--- config.mk ---
export PLATFORM = sky130hd
export DESIGN_NAME = go_back_n_link_endpoint_top
export DESIGN_NICKNAME = d
export VERILOG_FILES = /design/src/rtl/core/gbn_pkg.sv /design/src/rtl/core/go_back_n_link_endpoint_top.sv
export SDC_FILE = /design/constraint.sdc
export NUM_CORES = 1
export LEC_CHECK = 0
export BUFFER_PORTS_ARGS = -buffer_cell sky130_fd_sc_hd__buf_2
export CAP_MARGIN = 30
export CELL_PAD_IN_SITES_DETAIL_PLACEMENT = 1
export CELL_PAD_IN_SITES_GLOBAL_PLACEMENT = 2
export CORE_ASPECT_RATIO = 0.9
export CORE_UTILIZATION = 43
export CTS_CLUSTER_DIAMETER = 80
export DETAILED_ROUTE_END_ITERATION = 6
export PLACE_DENSITY = 0.77
export SLEW_MARGIN = 0
export SYNTH_ARGS = -nofsm -noshare
export SYNTH_HDL_FRONTEND = slang
export SYNTH_SLANG_ARGS = --single-unit
--- constraint.sdc ---
create_clock -name clk -period 5.6 [get_ports clk]
set_input_delay 0.84 -clock clk [delete_from_list [all_inputs] [get_ports clk]]
set_output_delay 0.84 -clock clk [all_outputs]
set_load 0.1 [all_outputs]
--- src/rtl/core/gbn_pkg.sv ---
// shared constants, codes and sequence arithmetic for the go-back-n endpoint
// depends on nothing
package gbn_pkg;

  localparam int MAX_SEQ = 7;
  localparam int SEQ_W   = 3;
  localparam int PAY_W   = 32;
  localparam logic [SEQ_W:0] SEQ_MOD = (SEQ_W + 1)'(MAX_SEQ + 1);

  typedef logic [SEQ_W-1:0] seq_t;
  typedef logic [PAY_W-1:0] pay_t;

  typedef enum logic [1:0] {
    REQ_HOST    = 2'd0,
    REQ_FRAME   = 2'd1,
    REQ_CKERR   = 2'd2,
    REQ_TIMEOUT = 2'd3
  } req_t;

  typedef enum logic [2:0] {
    KIND_SEND    = 3'd0,
    KIND_DELIVER = 3'd1,
    KIND_STOP    = 3'd2,
    KIND_NONE    = 3'd3,
    KIND_REJECT  = 3'd4
  } kind_t;

  function automatic seq_t seq_inc(input seq_t s);
    return (s == SEQ_W'(MAX_SEQ)) ? '0 : s + SEQ_W'(1);
  endfunction

  function automatic seq_t seq_add(input seq_t a, input seq_t b);
    logic [SEQ_W:0] sum;
    sum = {1'b0, a} + {1'b0, b};
    return (sum >= SEQ_MOD) ? SEQ_W'(sum - SEQ_MOD) : sum[SEQ_W-1:0];
  endfunction

  // circular distance from a forward to b
  function automatic seq_t seq_dist(input seq_t a, input seq_t b);
    logic [SEQ_W:0] diff;
    diff = (b >= a) ? ({1'b0, b} - {1'b0, a}) : ({1'b0, b} + SEQ_MOD - {1'b0, a});
    return diff[SEQ_W-1:0];
  endfunction

  function automatic seq_t seq_prev(input seq_t s);
    return (s == '0) ? SEQ_W'(MAX_SEQ) : s - SEQ_W'(1);
  endfunction

endpackage

--- src/rtl/core/go_back_n_link_endpoint_top.sv ---
// go-back-n link endpoint: window state, packet store and result sequencer
// depends on gbn_pkg
// an accepted item is decoded into pending registers, then into the output register once it is free
// throughput: host packet, checksum error: 1 result; frame arrival: up to 8 results;
//   timeout: up to 7 results read from the packet store, one result per cycle
//   while out_ready holds; next item taken the cycle after its last result is loaded
// reset: sequence numbers and outstanding count cleared; packet store not cleared
module go_back_n_link_endpoint_top (
  input  logic                       clk,
  input  logic                       rst_n,
  input  logic                       in_valid,
  output logic                       in_ready,
  input  logic [1:0]                 in_req_type,
  input  logic [gbn_pkg::PAY_W-1:0]  in_payload,
  input  logic [gbn_pkg::SEQ_W-1:0]  in_seq,
  input  logic [gbn_pkg::SEQ_W-1:0]  in_ack,
  output logic                       out_valid,
  input  logic                       out_ready,
  output logic [2:0]                 out_kind,
  output logic [gbn_pkg::SEQ_W-1:0]  out_seq,
  output logic [gbn_pkg::SEQ_W-1:0]  out_ack,
  output logic [gbn_pkg::PAY_W-1:0]  out_payload,
  output logic                       out_host_enable,
  output logic                       out_last_result
);

  typedef enum logic [1:0] {ST_IDLE, ST_SINGLE, ST_STOP, ST_RESEND} state_t;

  state_t               state_r;
  gbn_pkg::seq_t        nts_r, exp_r, oldest_r, count_r;
  gbn_pkg::seq_t        iter_r, cnt_r;
  logic                 he_r;
  gbn_pkg::kind_t       p_kind_r;
  gbn_pkg::seq_t        p_seq_r, p_ack_r;
  gbn_pkg::pay_t        p_payload_r;
  logic                 p_last_r;

  state_t               state_nxt;
  logic                 he_nxt;
  gbn_pkg::kind_t       p_kind_nxt;
  gbn_pkg::seq_t        p_seq_nxt, p_ack_nxt;
  gbn_pkg::pay_t        p_payload_nxt;
  logic                 p_last_nxt;

  logic                 out_valid_r;
  gbn_pkg::kind_t       out_kind_r;
  gbn_pkg::seq_t        out_seq_r, out_ack_r;
  gbn_pkg::pay_t        out_payload_r;
  logic                 out_he_r, out_last_r;

  gbn_pkg::pay_t        mem [2**gbn_pkg::SEQ_W];
  gbn_pkg::pay_t        rdata_r;
  gbn_pkg::seq_t        rd_addr;
  logic                 wr_en;

  logic                 accept, slot_free, load, full, deliver, retire;
  gbn_pkg::seq_t        ack_span, retire_n, ack_val;

  assign accept    = (state_r == ST_IDLE) && in_valid;
  assign slot_free = !out_valid_r || out_ready;
  assign load      = (state_r != ST_IDLE) && slot_free;
  assign full      = count_r >= gbn_pkg::SEQ_W'(gbn_pkg::MAX_SEQ);
  assign deliver   = in_seq == exp_r;
  assign ack_span  = gbn_pkg::seq_dist(oldest_r, in_ack);
  assign retire    = (count_r != '0) && (in_ack <= gbn_pkg::SEQ_W'(gbn_pkg::MAX_SEQ))
                     && (ack_span < count_r);
  assign retire_n  = ack_span + gbn_pkg::SEQ_W'(1);
  assign ack_val   = gbn_pkg::seq_prev(exp_r);
  assign wr_en     = accept && (gbn_pkg::req_t'(in_req_type) == gbn_pkg::REQ_HOST) && !full;

  always_comb begin
    unique case (state_r)
      ST_IDLE:   rd_addr = oldest_r;
      ST_RESEND: rd_addr = slot_free ? gbn_pkg::seq_inc(iter_r) : iter_r;
      default:   rd_addr = iter_r;
    endcase
  end

  // decode of an item taken in idle
  always_comb begin
    p_kind_nxt    = gbn_pkg::KIND_NONE;
    p_seq_nxt     = '0;
    p_ack_nxt     = '0;
    p_payload_nxt = '0;
    p_last_nxt    = 1'b1;
    he_nxt        = !full;
    state_nxt     = ST_SINGLE;
    unique case (gbn_pkg::req_t'(in_req_type))
      gbn_pkg::REQ_HOST: begin
        if (full) begin
          p_kind_nxt = gbn_pkg::KIND_REJECT;
        end else begin
          p_kind_nxt    = gbn_pkg::KIND_SEND;
          p_seq_nxt     = nts_r;
          p_ack_nxt     = ack_val;
          p_payload_nxt = in_payload;
          he_nxt        = (count_r + gbn_pkg::SEQ_W'(1))
                          < gbn_pkg::SEQ_W'(gbn_pkg::MAX_SEQ);
        end
      end
      gbn_pkg::REQ_FRAME: begin
        if (deliver) begin
          p_kind_nxt    = gbn_pkg::KIND_DELIVER;
          p_seq_nxt     = in_seq;
          p_payload_nxt = in_payload;
          p_last_nxt    = !retire;
        end
        if (retire) begin
          he_nxt = 1'b1;
          if (!deliver) begin
            state_nxt = ST_STOP;
          end
        end
      end
      gbn_pkg::REQ_CKERR: begin
      end
      gbn_pkg::REQ_TIMEOUT: begin
        if (count_r != '0) begin
          state_nxt = ST_RESEND;
        end
      end
    endcase
  end

  always_ff @(posedge clk) begin
    if (wr_en) begin
      mem[nts_r] <= in_payload;
    end
    rdata_r <= mem[rd_addr];
  end

  always_ff @(posedge clk) begin
    if (!rst_n) begin
      state_r     <= ST_IDLE;
      out_valid_r <= 1'b0;
      nts_r       <= '0;
      exp_r       <= '0;
      oldest_r    <= '0;
      count_r     <= '0;
      cnt_r       <= '0;
    end else begin
      if (load) begin
        out_valid_r <= 1'b1;
      end else if (out_ready) begin
        out_valid_r <= 1'b0;
      end
      unique case (state_r)
        ST_IDLE: begin
          if (in_valid) begin
            p_kind_r    <= p_kind_nxt;
            p_seq_r     <= p_seq_nxt;
            p_ack_r     <= p_ack_nxt;
            p_payload_r <= p_payload_nxt;
            p_last_r    <= p_last_nxt;
            he_r        <= he_nxt;
            state_r     <= state_nxt;
            unique case (gbn_pkg::req_t'(in_req_type))
              gbn_pkg::REQ_HOST: begin
                if (!full) begin
                  nts_r   <= gbn_pkg::seq_inc(nts_r);
                  count_r <= count_r + gbn_pkg::SEQ_W'(1);
                end
              end
              gbn_pkg::REQ_FRAME: begin
                if (deliver) begin
                  exp_r <= gbn_pkg::seq_inc(exp_r);
                end
                if (retire) begin
                  iter_r   <= oldest_r;
                  cnt_r    <= retire_n;
                  oldest_r <= gbn_pkg::seq_add(oldest_r, retire_n);
                  count_r  <= count_r - retire_n;
                end
              end
              gbn_pkg::REQ_CKERR: begin
              end
              gbn_pkg::REQ_TIMEOUT: begin
                if (count_r != '0) begin
                  iter_r <= oldest_r;
                  cnt_r  <= count_r;
                end
              end
            endcase
          end
        end
        ST_SINGLE: begin
          if (slot_free) begin
            out_kind_r    <= p_kind_r;
            out_seq_r     <= p_seq_r;
            out_ack_r     <= p_ack_r;
            out_payload_r <= p_payload_r;
            out_he_r      <= he_r;
            out_last_r    <= p_last_r;
            state_r       <= p_last_r ? ST_IDLE : ST_STOP;
          end
        end
        ST_STOP, ST_RESEND: begin
          if (slot_free) begin
            out_seq_r   <= iter_r;
            out_he_r    <= he_r;
            out_last_r  <= cnt_r == gbn_pkg::SEQ_W'(1);
            if (state_r == ST_STOP) begin
              out_kind_r    <= gbn_pkg::KIND_STOP;
              out_ack_r     <= '0;
              out_payload_r <= '0;
            end else begin
              out_kind_r    <= gbn_pkg::KIND_SEND;
              out_ack_r     <= ack_val;
              out_payload_r <= rdata_r;
            end
            iter_r <= gbn_pkg::seq_inc(iter_r);
            cnt_r  <= cnt_r - gbn_pkg::SEQ_W'(1);
            if (cnt_r == gbn_pkg::SEQ_W'(1)) begin
              state_r <= ST_IDLE;
            end
          end
        end
        default: state_r <= ST_IDLE;
      endcase
    end
  end

  assign in_ready        = state_r == ST_IDLE;
  assign out_valid       = out_valid_r;
  assign out_kind        = out_kind_r;
  assign out_seq         = out_seq_r;
  assign out_ack         = out_ack_r;
  assign out_payload     = out_payload_r;
  assign out_host_enable = out_he_r;
  assign out_last_result = out_last_r;

endmodule

[After elaboration in Yosys (flattened, before gate mapping)]
Memories as Yosys holds them, arrays and structs flattened. A register that Yosys moved wholly into a read port is not among the register bits.
Index checks and enable logic that the tools add are counted.
Storage, ports and cells
  memories kept: 1
  bits in writable memories: 256
  flip-flop bits (word level): 107
  logic and storage cells: 160
  input port bits: 44
  output and inout port bits: 45
Operators by class
  reductions and logical operators: 33
  mux-type cells: 66
  equal/unequal tests: 19
  $add $sub $neg: 13
  order comparisons: 6
  bitwise logic cells: 2
Memory list
  mem: words 8, width 32, read ports 1, clocked after memory_dff 1, write ports 1, RTL line go_back_n_link_endpoint_top.sv:51  | gbn_pkg::pay_t mem [2**gbn_pkg::SEQ_W];
Operators by type and width (count)
  two-way mux 32 bit: 5
  one-hot mux 32 bit (2 select lines): 2
  two-way mux 3 bit: 26
  one-hot mux 3 bit (2 select lines): 11
  two-way mux 2 bit: 10
  AND reduction 4 bit: 5
  adder 3 x 1 -> 3 bit (second input constant): 6
  inequality test 2 bit (second input constant): 6
  AND reduction 6 bit: 2
  nonzero test 2 bit: 5
  equality test 3 bit (second input constant): 3
  subtractor 3 x 1 -> 3 bit (second input constant): 3
  subtractor 3 bit: 3
  two-way mux 1 bit: 8
  equality test 2 bit (second input constant): 3
  logical AND 1 bit: 6
  inequality test 3 bit (second input constant): 2
  one-hot mux 2 bit (3 select lines): 1
  AND reduction 3 bit: 2
  AND reduction 5 bit: 1
  adder 3 x 3 -> 4 bit: 1
  equality test 2 x 1 -> 1 bit (second input constant): 2
  greater-or-equal comparator 4 bit (second input constant): 1
  zero test 2 bit: 2
  18 further kinds: 23

[Depth between registers and ports, before layout]
Gate-level depths: netlist (run 1).
  depth after elaboration: 9
  depth in mapped cells: 11

[Worst setup path after synthesis (run 1)]
No wires, ideal clock.
  kind: reg-to-reg
  from: register state_r[0]
  to: memory mem[0][0] (netlist bit), enable pin
  arrival time: 4.976 ns
  library setup time: 0.501 ns
  data required time: 5.099 ns
  cell stages (with the launch flop): 7
  clock period less this slack: 5.477 ns
  slack: 0.123 ns
  cell sequence: dfxtp_1 -> inv_1 -> ha_1 -> buf_2 -> nand3_1 -> clkbuf_1 -> nor4_1
On the way
  longest elaborated chain between the ends: 6
RTL lines
  start: declaration: RTL line go_back_n_link_endpoint_top.sv:29  | state_t state_r;
  start signal: assignment: RTL line go_back_n_link_endpoint_top.sv:156  | state_r <= state_nxt;
  start signal: assignment: RTL line go_back_n_link_endpoint_top.sv:194  | state_r <= p_last_r ? ST_IDLE : ST_STOP;
  zero test 2 bit
  via in_ready: RTL line go_back_n_link_endpoint_top.sv:12  | output logic in_ready,
  logical AND 1 bit: RTL line go_back_n_link_endpoint_top.sv:59  | assign accept = (state_r == ST_IDLE) && in_valid;
  logical AND 1 bit (2 in a row): RTL line go_back_n_link_endpoint_top.sv:69  | assign wr_en = accept && (gbn_pkg::req_t'(in_req_type) == gbn_pkg::REQ_HOST) && !full;
  two-way mux 1 bit: RTL line go_back_n_link_endpoint_top.sv:126  | if (wr_en) begin
  two-way mux 1 bit (not written as such): RTL line go_back_n_link_endpoint_top.sv:127  | mem[nts_r] <= in_payload;
  end: declaration: RTL line go_back_n_link_endpoint_top.sv:51
The timed path passes the listed nets, and every way through them passes these cells.

[Worst setup path in the final report (run 1)]
  from: register state_r[0]
  to: register rdata_r[13] (read register of mem)
On the way
  longest elaborated chain between the ends: 2
  elaborated cells between the ends (all ways): 3
  classes of those cells: eq/ne: 1; mux: 1; reduce/logical: 1
RTL lines
  equality test 2 bit / zero test 2 bit (equally long branches): RTL line go_back_n_link_endpoint_top.sv:72  | unique case (state_r)
  one-hot mux 3 bit (2 select lines) *: RTL line go_back_n_link_endpoint_top.sv:72
  end: declaration: RTL line go_back_n_link_endpoint_top.sv:52  | gbn_pkg::pay_t rdata_r;
Mark *: on every way between the ends. The rest lies on a longest branch, timed or not.
A chain may end at the register's enable or synchronous reset.

==> metrics.md, run 1 <==
| Metric | Value |
|---|---|
| Status | complete, no violations |
| WL final | around 45 mm |
| Initial Utilization | roughly 44% |
| Number of clock sinks | slightly below 400 |
| P per Cell Area | 355 nW/µm² |
| Reg2reg start | state_r[0] |
| Worst-case clock buffer depth | 3 |
| Worst slew margin | approximately 31% |
| Gate Count Post-Synth | around 1200 |
| Final Cycle Share | 64.0% |
| Logic pwr share | approximately 8.9% |
| HPWL after DPL | 24.6 mm |
| Clk root buf | clkbuf_16 |
| Row cnt | 67 |
| Initial DRC count | roughly 990 |
| Ys flop type | edfxtp_1 |
| Worst EP required | ~6.0 ns |
| Peak supply drop | approximately 170 µV |
| CP Launch Point | state_r[0] |
| Most frequent cells in the layout | edfxtp_1 (345), a21oi_1 (115), nand3_1 (106), a2111oi_0 (96), buf_2 (88) |
| Max incr delay on CP | ~0.68 ns |
| Measured slew at the worst slew-check pin | 1.03 ns |
| Total power draw | around 0.0067 W |
| Post-synth cell types | between 50 and 60 |
| 1st-pass router iterations | 5 |
| Largest fanout on the critical path | 65 |
| First-pass GRT wire length | about 70 mm |
| Clock Latency Late Sink | about 0.55 ns |
| Pre-CTS setup slack | between 1.5 and 2 ns |
| Vias in the first global route | around 11000 |
| CP Data Arrival Time | 3.99 ns |
| RSZ-0062 raised after global routing | no |
| Post-CTS Hold Buffers | 0 |
| Slowest CP cell | a2111oi_0 |
| Leakage | ~6.5 nW |
| Post-DP Area | 17500 µm² |
| Hold endpoint | out_host_enable |
| Startpoint types | flip-flop |
| CP cell instances | inv_1 > ha_1 > nand3b_1 > buf_4 > nand2_1 > a21o_4 > buf_4 > a2111oi_0 > nor4_1 |
| Hold_sp | he_r |
| Mapped Area | between 15000 and 20000 µm² |
| P_int | between 0.005 and 0.006 W |
| Via count | 10900 |
| TritonCTS clock tree | built |
| Minimum clock period | between 3 and 4 ns |
| Final setup vio count | 0 |
| Fmax | 279 MHz |
| Clk pwr share | around 41% |
| Largest net degree at the start of global routing | 86 |
| CP most frequent cell | buf_4 |
| Reg-to-Reg End | rdata_r[13] |
| HP Class | reg2reg |
| Max-capacitance violation count | 0 |
| Post-CTS Setup Repair Bufs | 0 |
| Routability Congestion | approximately 0.77 |
| IO Pins | 89 |
| CTS Buf Count | 43 |
| Max-slew violations | 0 |
| Worst Setup End Kind | flip-flop |
| Final setup skew | 0.0146 ns |
| Final worst setup slack | approximately 2 ns |
| CP Buf/Inv Count | 3 |
| Flop pwr share | ~50% |
| Worst r2r path cells | 9 |
| Resize count post-CTS | 0 |
| Sequential-to-total area share from yosys stat | between 60 and 70% |
| #FFs+latches synth | 395 |
| CP delay by family, top | compound AO/OA/AOI/OAI gates |
| Fraction of layout cells with a size suffix above 1 | roughly 15% |
| PortBufs | slightly below 90 |
| Grt ovf | 0 |
| Area delta synth->final | 14.0% |
| GRT Util Overall | 23.4% |
| Die Y | ~190 µm |
| Placed Instances | roughly 1700 |
| Most common cell after layout, fill and taps aside | edfxtp_1 |
| Yosys warnings | 0 |
| ANT nets after route | 0 |
| Die area | about 39000 µm² |
| Initial antenna violation count | 2 |
| Fin cells | around 1800 |
| Htree depth | 2 |
| Vias per Instance | about 6 |
| Final #Nets | 1348 |
| Sw frac | 24.2% |
| Clock transition at path regs | ~0.06 ns |
| Avg Synthesized Cell Area | about 14 µm² |
| Post-synthesis async set-or-reset flop share | 0% |
| Final hold vios | 0 |
| Die Width | between 200 and 250 µm |
| Routed len/inst | 25.3 µm |
| CP Class | reg2reg |
| Reg-to-reg slack, setup | around 2.0 ns |
| Number of flops mapped to enable cells by yosys | roughly 350 |
| Finished layout cell area | ~19000 µm² |
| Psw | approximately 0.0016 W |
| Post-Syn Nets | between 1000 and 1500 |
| CORE AREA | roughly 38000 µm² |
| Final setup TNS | 0 ns |
| Hold Crit Depth | 0 |
| DRC | 0 |
## metrics by stage
| step | utilization (%) | hold WS, ns |
|---|---|---|
| after CTS | 50.1 | 0.440 |
| final | 50.1 | 0.442 |
| after global routing | 50.1 | 0.454 |
| after detailed placement | 46.5 | 0.419 |
| after global placement | 46.4 | 0.410 |
| after floorplan | - | 0.400 |
## cell type report
| type | count | area, µm² |
|---|---|---|
| fill | 3766 | 18700 |
| sequential | 395 | 11400 |
| multi-input combinational | 698 | 4750 |
| clock buffer | 67 | 1260 |
| timing repair buffer | 116 | 676 |
| tap | 483 | 604 |
| clock inverter | 11 | 98.8 |
| inverter | 21 | 78.8 |
| antenna | 1 | 2.50 |
## per-layer routing
layer / GRT usage, % / vias to the layer above / part of all wire, %
li1: - / 4936 / -
met5: 0 / - / 0.024
met1: 33.4 / 5622 / 46
met2: 37.8 / 283 / 48
met4: 5.97 / 2 / 1.8
met3: 3.17 / 57 / 4.6
## flip-flops by register name, indices dropped and copies added (netlist names), 32 cells and up
name         flops
mem            256
out_payload     32
p_payload_r     32
rdata_r         32
## cells by family (layout without fill, tap and decap cells)
family          after synthesis  after routing  synth area share (%)
fa+ha+maj                    29             29                  2.29
simple gates                337            337                  10.7
mux                          43             43                  2.66
flops                       395            395                  68.8
xor+xnor                      8              8                 0.507
buf+inv                     130            215                  3.23
other cells                   0              1                     0
compound gates              281            281                  11.9
## power by group through the flow
stage | clock network (W) | logic (W) | registers, W
2_1_floorplan | 0 | 0.000297 | 0.00349
3_3_place_gp | 0 | 0.000580 | 0.00339
3_5_place_dp | 0 | 0.000598 | 0.00339
4_1_cts | 0.00281 | 0.000601 | 0.00333
5_1_grt | 0.00292 | 0.000647 | 0.00334
6_report | 0.00277 | 0.000598 | 0.00333
## synth_stat cells (all sizes together), types with 3 or more instances
master	number	area, µm²
mux2	4	48.8
buf	20	121
nor2	64	240
xor2	4	35.0
a221oi	34	298
nor4	34	213
nand2	25	93.8
clkbuf	89	334
a21o	4	30.0
mux2i	39	390
a22o	3	26.3
or3	7	43.8
dfxtp	50	1000
nand2b	6	37.5
a21oi	116	581
ha	27	338
edfxtp	345	10400
a31oi	4	25.0
inv	20	75.1
and2	37	231
nor2b	5	31.3
and3	33	206
o21ai	12	60.1
a2111oi	96	841
nor3	9	45.0
xnor2	3	26.3
nand3	106	531
## how the worst max path moves through the flow
stage	end	slack [ns]	cells after the start
3_3_place_gp	rdata_r[12]	1.93	7
4_1_cts	mem[6][11]	1.99	7
2_1_floorplan	mem[0][0]	0.12	6
3_5_place_dp	count_r[0]	1.75	11
6_report	rdata_r[13]	2.01	9
5_1_grt	rdata_r[10]	1.66	9
Note: power is estimated with default switching activity, not from simulation.
==> inputs of run 2 (changes only) <==
- clock period: 5.6 -> 3.7 ns (I/O delays scaled with it)
==> run 2 against run 1 <==
  * Cell count rose by 0.67%
  * Global-route usage fell by 0.36 points
  * Sequential share of layout area fell by 0.88 points
  * Worst hold slack got worse by 0.15 ns
  * Maximum frequency rose by 16%
==> metrics.md, run 2 (synthesis results as in run 1) <==
| Metric | Value |
|---|---|
| Worst r2r path cells | 8 |
| IO Pins | 89 |
| Reg-to-Reg End | rdata_r[13] |
| Worst Setup End Kind | flip-flop |
| CP Class | reg2reg |
| Routed len/inst | ~25 µm |
| TritonCTS clock tree | built |
| Vias per Instance | between 6 and 7 |
| Htree depth | 2 |
| Final worst setup slack | 0.600 ns |
| CP cell instances | ha_1 > ha_1 > nor2b_1 > mux2_4 > a21o_4 > buf_12 > a2111oi_0 > nor4_1 |
| FILL cells | 3735 |
| Worst-case clock buffer depth | 3 |
| Worst slew margin | 49.8% |
| GRT Util Overall | between 20% and 30% |
| Reg-to-reg slack, setup | between 0.6 and 0.7 ns |
| Hold_sp | in_payload[3] |
| CP delay by family, top | compound AO/OA/AOI/OAI gates |
| RSZ-0062 raised after global routing | no |
| CORE AREA | roughly 38000 µm² |
| PortBufs | 88 |
| First-pass GRT wire length | between 60 and 70 mm |
| Most common cell after layout, fill and taps aside | edfxtp_1 |
| Die area | a little under 40000 µm² |
| Hold Crit Depth | 1 |
| Fmax | 323 MHz |
| Largest fanout on the critical path | 56 |
| Fraction of layout cells with a size suffix above 1 | between 10% and 20% |
| Largest net degree at the start of global routing | between 100 and 150 |
| Worst EP required | roughly 4.1 ns |
| Post-DP Area | between 15000 and 20000 µm² |
| Total power draw | just over 0.01 W |
| Final setup skew | ~0.013 ns |
| Grt ovf | 0 |
| Finished layout cell area | ~19000 µm² |
| Die Width | 209 µm |
| Vias in the first global route | between 10000 and 15000 |
| Startpoint types | flip-flop |
| Status | complete, no violations |
| Measured slew at the worst slew-check pin | around 0.75 ns |
| CP most frequent cell | ha_1 |
| P per Cell Area | between 500 and 600 nW/µm² |
| Max-capacitance violation count | 0 |
| Hold endpoint | mem[4][3] |
| Placed Instances | roughly 1700 |
| Final setup vio count | 0 |
| Most frequent cells in the layout | edfxtp_1 (345), a21oi_1 (115), nand3_1 (106), a2111oi_0 (96), buf_2 (88) |
| Final #Nets | between 1000 and 1500 |
| CP Buf/Inv Count | 1 |
| Initial DRC count | 857 |
| HP Class | in2reg |
| Pre-CTS setup slack | 0.459 ns |
| Final hold vios | 0 |
| Resize count post-CTS | 0 |
| Max-slew violations | 0 |
| Peak supply drop | about 310 µV |
| Max incr delay on CP | between 0.5 and 0.6 ns |
| Fin cells | 1804 |
| Number of clock sinks | approximately 400 |
| Initial Utilization | approximately 44% |
| Final setup TNS | 0 ns |
| Initial antenna violation count | 2 |
| Row cnt | between 60 and 70 |
| Via count | around 11000 |
| ANT nets after route | 0 |
| Minimum clock period | just over 3 ns |
| Largest register FFs | about 260 |
| Register bank with the most flops | mem |
| Clock Latency Late Sink | around 0.55 ns |
| HPWL after DPL | 24.5 mm |
| WL final | roughly 45 mm |
| CTS Buf Count | 42 |
| Slowest CP cell | a2111oi_0 |
| Area delta synth->final | 15.7% |
| Clk root buf | clkbuf_16 |
| Post-CTS Setup Repair Bufs | 0 |
| Leakage | around 6.6 nW |
| Clock transition at path regs | approximately 0.060 ns |
| Reg2reg start | iter_r[0] |
| 1st-pass router iterations | 5 |
| Routability Congestion | ~0.79 |
| CP Data Arrival Time | about 3.5 ns |
| Die Y | between 150 and 200 µm |
| Final Cycle Share | between 80% and 90% |
| Post-CTS Hold Buffers | 0 |
| DRC | 0 |
run 2: through the flow:
| stage | utilization [%] | hold slack [ns] |
|---|---|---|
| 3_3_place_gp | 47.3 | 0.406 |
| 6_report | 50.9 | 0.294 |
| 3_5_place_dp | 47.3 | 0.422 |
| 5_1_grt | 50.9 | 0.293 |
| 4_1_cts | 50.9 | 0.269 |
| 2_1_floorplan | - | 0.400 |
run 2: worst max-delay path by stage:
stage / start / to / slack (ns) / cells after the start
after global placement: in_ack[0] / iter_r[0] / 0.54 / 11
after floorplan: state_r[0] / mem[2][0] / -0.94 / 6
after detailed placement: in_ack[0] / iter_r[2] / 0.46 / 11
after global routing: iter_r[0] / rdata_r[13] / 0.33 / 8
after CTS: iter_r[0] / rdata_r[13] / 0.57 / 8
final: iter_r[0] / rdata_r[13] / 0.60 / 8
run 2: layer usage:
metal / vias to the layer above / wire length, µm / track usage [%]
met1: 5627 / 20300 / 32.2
met5: - / 0 / 0
met2: 242 / 21600 / 37.8
li1: 4958 / - / -
met4: 0 / 852 / 6.31
met3: 68 / 2090 / 3.06
run 2: power breakdown:
part,switching [W],internal [W]
logic,0.000687,0.000247
clock network,0.00173,0.00243
registers,0.0000524,0.00499
total,0.00247,0.00766
run 2: final cells by class:
type                       count  area, µm²  share of cell area [%]
sequential                   395      11400                    59.4
tap                          483        604                    3.16
clock inverter                23        216                    1.13
timing repair buffer         128        953                    4.99
clock buffer                  54       1130                    5.90
antenna                        2       5.00                  0.0262
inverter                      21       78.8                   0.412
multi-input combinational    698       4760                    24.9
==> inputs of run 3 (changes only) <==
- ABC_AREA: not set -> 1
- CORE_UTILIZATION: 43 -> 41
- PLACE_DENSITY: 0.77 -> 0.78
- clock period: 3.7 -> 2.9 ns (I/O delays scaled with it)
==> run 3 against run 2 <==
  * Critical path depth increased by 6
  * Combinational power rose to 3.6 times the previous value
  * Clock power rose by 33%
  * Area after synthesis grew 4.6%
  * Critical path type unchanged
  * Largest power group unchanged
==> metrics.md, run 3 <==
| Metric | Value |
|---|---|
| RSZ-0062 raised after global routing | no |
| Synth top cells by count | nand2_1 (432), edfxtp_1 (345), inv_1 (249) |
| Mapped Area | 17300 µm² |
| Max-capacitance violation count | 0 |
| Worst Setup End Kind | flip-flop |
| Most common cell after layout, fill and taps aside | nand2_1 |
| CP Data Arrival Time | about 2.8 ns |
| #FFs+latches synth | a little under 400 |
| Post-synthesis async set-or-reset flop share | 0% |
| M1 wire length | between 20 and 25 mm |
| Measured slew at the worst slew-check pin | 0.840 ns |
| Post-CTS Hold Buffers | 0 |
| Wire length on met2 | about 22 mm |
| WL final | between 40 and 50 mm |
| Final Cycle Share | 88.8% |
| CTS Buf Count | 43 |
| Fraction of layout cells with a size suffix above 1 | about an eighth |
| Fmax | a little under 400 MHz |
| Final setup TNS | 0 ns |
| First-pass GRT wire length | 70.2 mm |
| Gate Count Post-Synth | between 1500 and 2000 |
| DRC | 0 |
| Initial antenna violation count | 2 |
| Met3 wire len | around 1.6 mm |
| Avg Synthesized Cell Area | between 10 and 15 µm² |
| Final hold vios | 0 |
| Worst EP required | 3.15 ns |
| CP delay by family, top | simple AND/OR/NAND/NOR gates |
| Final setup vio count | 0 |
| Resize count post-CTS | 0 |
| Leakage | 8.63 nW |
| Routability Congestion | around 0.78 |
| Number of flops mapped to enable cells by yosys | 345 |
| Die area | about 43000 µm² |
| Clock Latency Late Sink | ~0.57 ns |
| CORE AREA | ~40000 µm² |
| P per Cell Area | 776 nW/µm² |
| Post-synth top area cell | edfxtp_1 |
| GRT Util Overall | 21.5% |
| Status | complete, no violations |
| Die Y | around 200 µm |
| Final setup skew | about 0.016 ns |
| Row cnt | 70 |
| HP Class | in2reg |
| Largest register FFs | 256 |
| Worst slew margin | a little over two fifths |
| Register bank with the most flops | mem |
| Peak supply drop | between 400 and 500 µV |
| Most frequent cell after synthesis | nand2_1 |
| Startpoint types | flip-flop |
| CP Class | reg2reg |
| IO Pins | between 80 and 90 |
| Sequential-to-total area share from yosys stat | roughly two thirds |
| 1st-pass router iterations | 5 |
| Area delta synth->final | 16.3% |
| Clock transition at path regs | ~0.06 ns |
| Routed len/inst | 19.3 µm |
| Worst-case clock buffer depth | 3 |
| Largest fanout on the critical path | 4 |
| Die Width | around 220 µm |
| Max incr delay on CP | between 0.4 and 0.5 ns |
| Initial DRC count | 607 |
| Minimum clock period | about 2.6 ns |
| CP Buf/Inv Count | 3 |
| ANT nets after route | 0 |
| Post-CTS Setup Repair Bufs | 0 |
| Pre-CTS setup slack | about 0.06 ns |
| Top post-synthesis cells by area | edfxtp_1 (60%), nand2_1 (9.4%), nand3_1 (6.0%) |
| Most frequent cells in the layout | nand2_1 (429), edfxtp_1 (345), inv_1 (249), nand3_1 (208), nand3b_1 (99) |
| Clk root buf | clkbuf_16 |
| CP cell instances | inv_1 > fa_1 > inv_1 > nand2_1 > nand3_1 > nand2_1 > ha_1 > inv_1 > nand2_1 > nor2_1 > nand3_1 > nand2_1 > nand3_1 > nor2_1 |
| Vias per Instance | 5.05 |
| Largest net degree at the start of global routing | 93 |
| Slowest CP cell | fa_1 |
| CP most frequent cell | nand2_1 |
| Ys flop type | edfxtp_1 |
| TritonCTS clock tree | built |
| Post-Syn Nets | roughly 1700 |
| Final worst setup slack | 0.324 ns |
| Number of clock sinks | a little under 400 |
| Post-synth cell types | 33 |
| Vias in the first global route | 12292 |
| Htree depth | 2 |
| Final #Nets | around 1800 |
| Finished layout cell area | between 20000 and 25000 µm² |
| Yosys warnings | 0 |
| Initial Utilization | a little over two fifths |
| PortBufs | 88 |
| Grt ovf | 0 |
| Max Used Layer | met5 |
| Post-DP Area | ~19000 µm² |
| Max-slew violations | 0 |
| Via count | 11742 |
| HPWL after DPL | 26.3 mm |
| Top-area cell type share of the netlist area | between 50% and 60% |
-- run 3: cell count changes after synthesis, sizes merged, moves of 37 or more --
cell	change
nand3	+105
clkbuf	-65
nand2	+409
a2111oi	-96
inv	+232
and2	-37
a21oi	-94
nand3b	+97
mux2i	-39
-- run 3: worst paths after layout --
check	from	end	slack, ns	cells after the start
setup / recovery	oldest_r[1]	iter_r[2]	0.32	14
setup reg to reg	oldest_r[1]	iter_r[2]	0.32	14
hold reg to reg	he_r	out_host_enable	0.42	0
hold / removal	in_payload[24]	mem[1][24]	0.16	1
-- run 3: metrics by stage --
stage	total power [W]	utilization (%)	hold slack, ns	instances
final	0.0156	48.9	0.162	2324
after global routing	0.0163	48.9	0.140	2324
after floorplan	0.00920	-	0.400	1649
after CTS	0.0158	48.9	0.122	2323
after global placement	0.0101	45.4	0.405	2244
after detailed placement	0.0102	45.4	0.416	2244
-- run 3: area by class of cell --
| type | instances | area [µm²] |
|---|---|---|
| diodes | 1 | 2.50 |
| fillers | 4481 | 21000 |
| inverters | 253 | 950 |
| repair buffers | 133 | 1000 |
| clock inverters | 16 | 164 |
| flip-flops and latches | 395 | 11400 |
| multi-input cells | 923 | 4680 |
| well taps | 540 | 676 |
| clock buffers | 63 | 1260 |
-- run 3: metal layers --
metal  GRT usage (%)  up-vias
met5               0        -
met2            36.7      191
met4            5.21        2
met1            28.6     5868
met3            3.38       55
li1                -     5626
-- run 3: cells by family (layout without fill, tap and decap cells) --
kind of cell / count (synthesis) / count (layout) / share of synthesized area (%)
AO/OA/AOI/OAI: 60 / 60 / 1.97
buffers and inverters: 331 / 465 / 7.99
flip-flops: 395 / 395 / 65.7
other: 0 / 1 / 0
XOR/XNOR: 4 / 4 / 0.203
adder cells (fa/ha/maj): 29 / 29 / 2.19
AND/OR/NAND/NOR: 830 / 830 / 21.9
-- run 3: power by group --
part           switching [W]  internal [W]  leakage (nW)
Sequential          0.000130       0.00661          3.55
Clock                0.00225       0.00329         0.705
Combinational        0.00241      0.000913          4.38
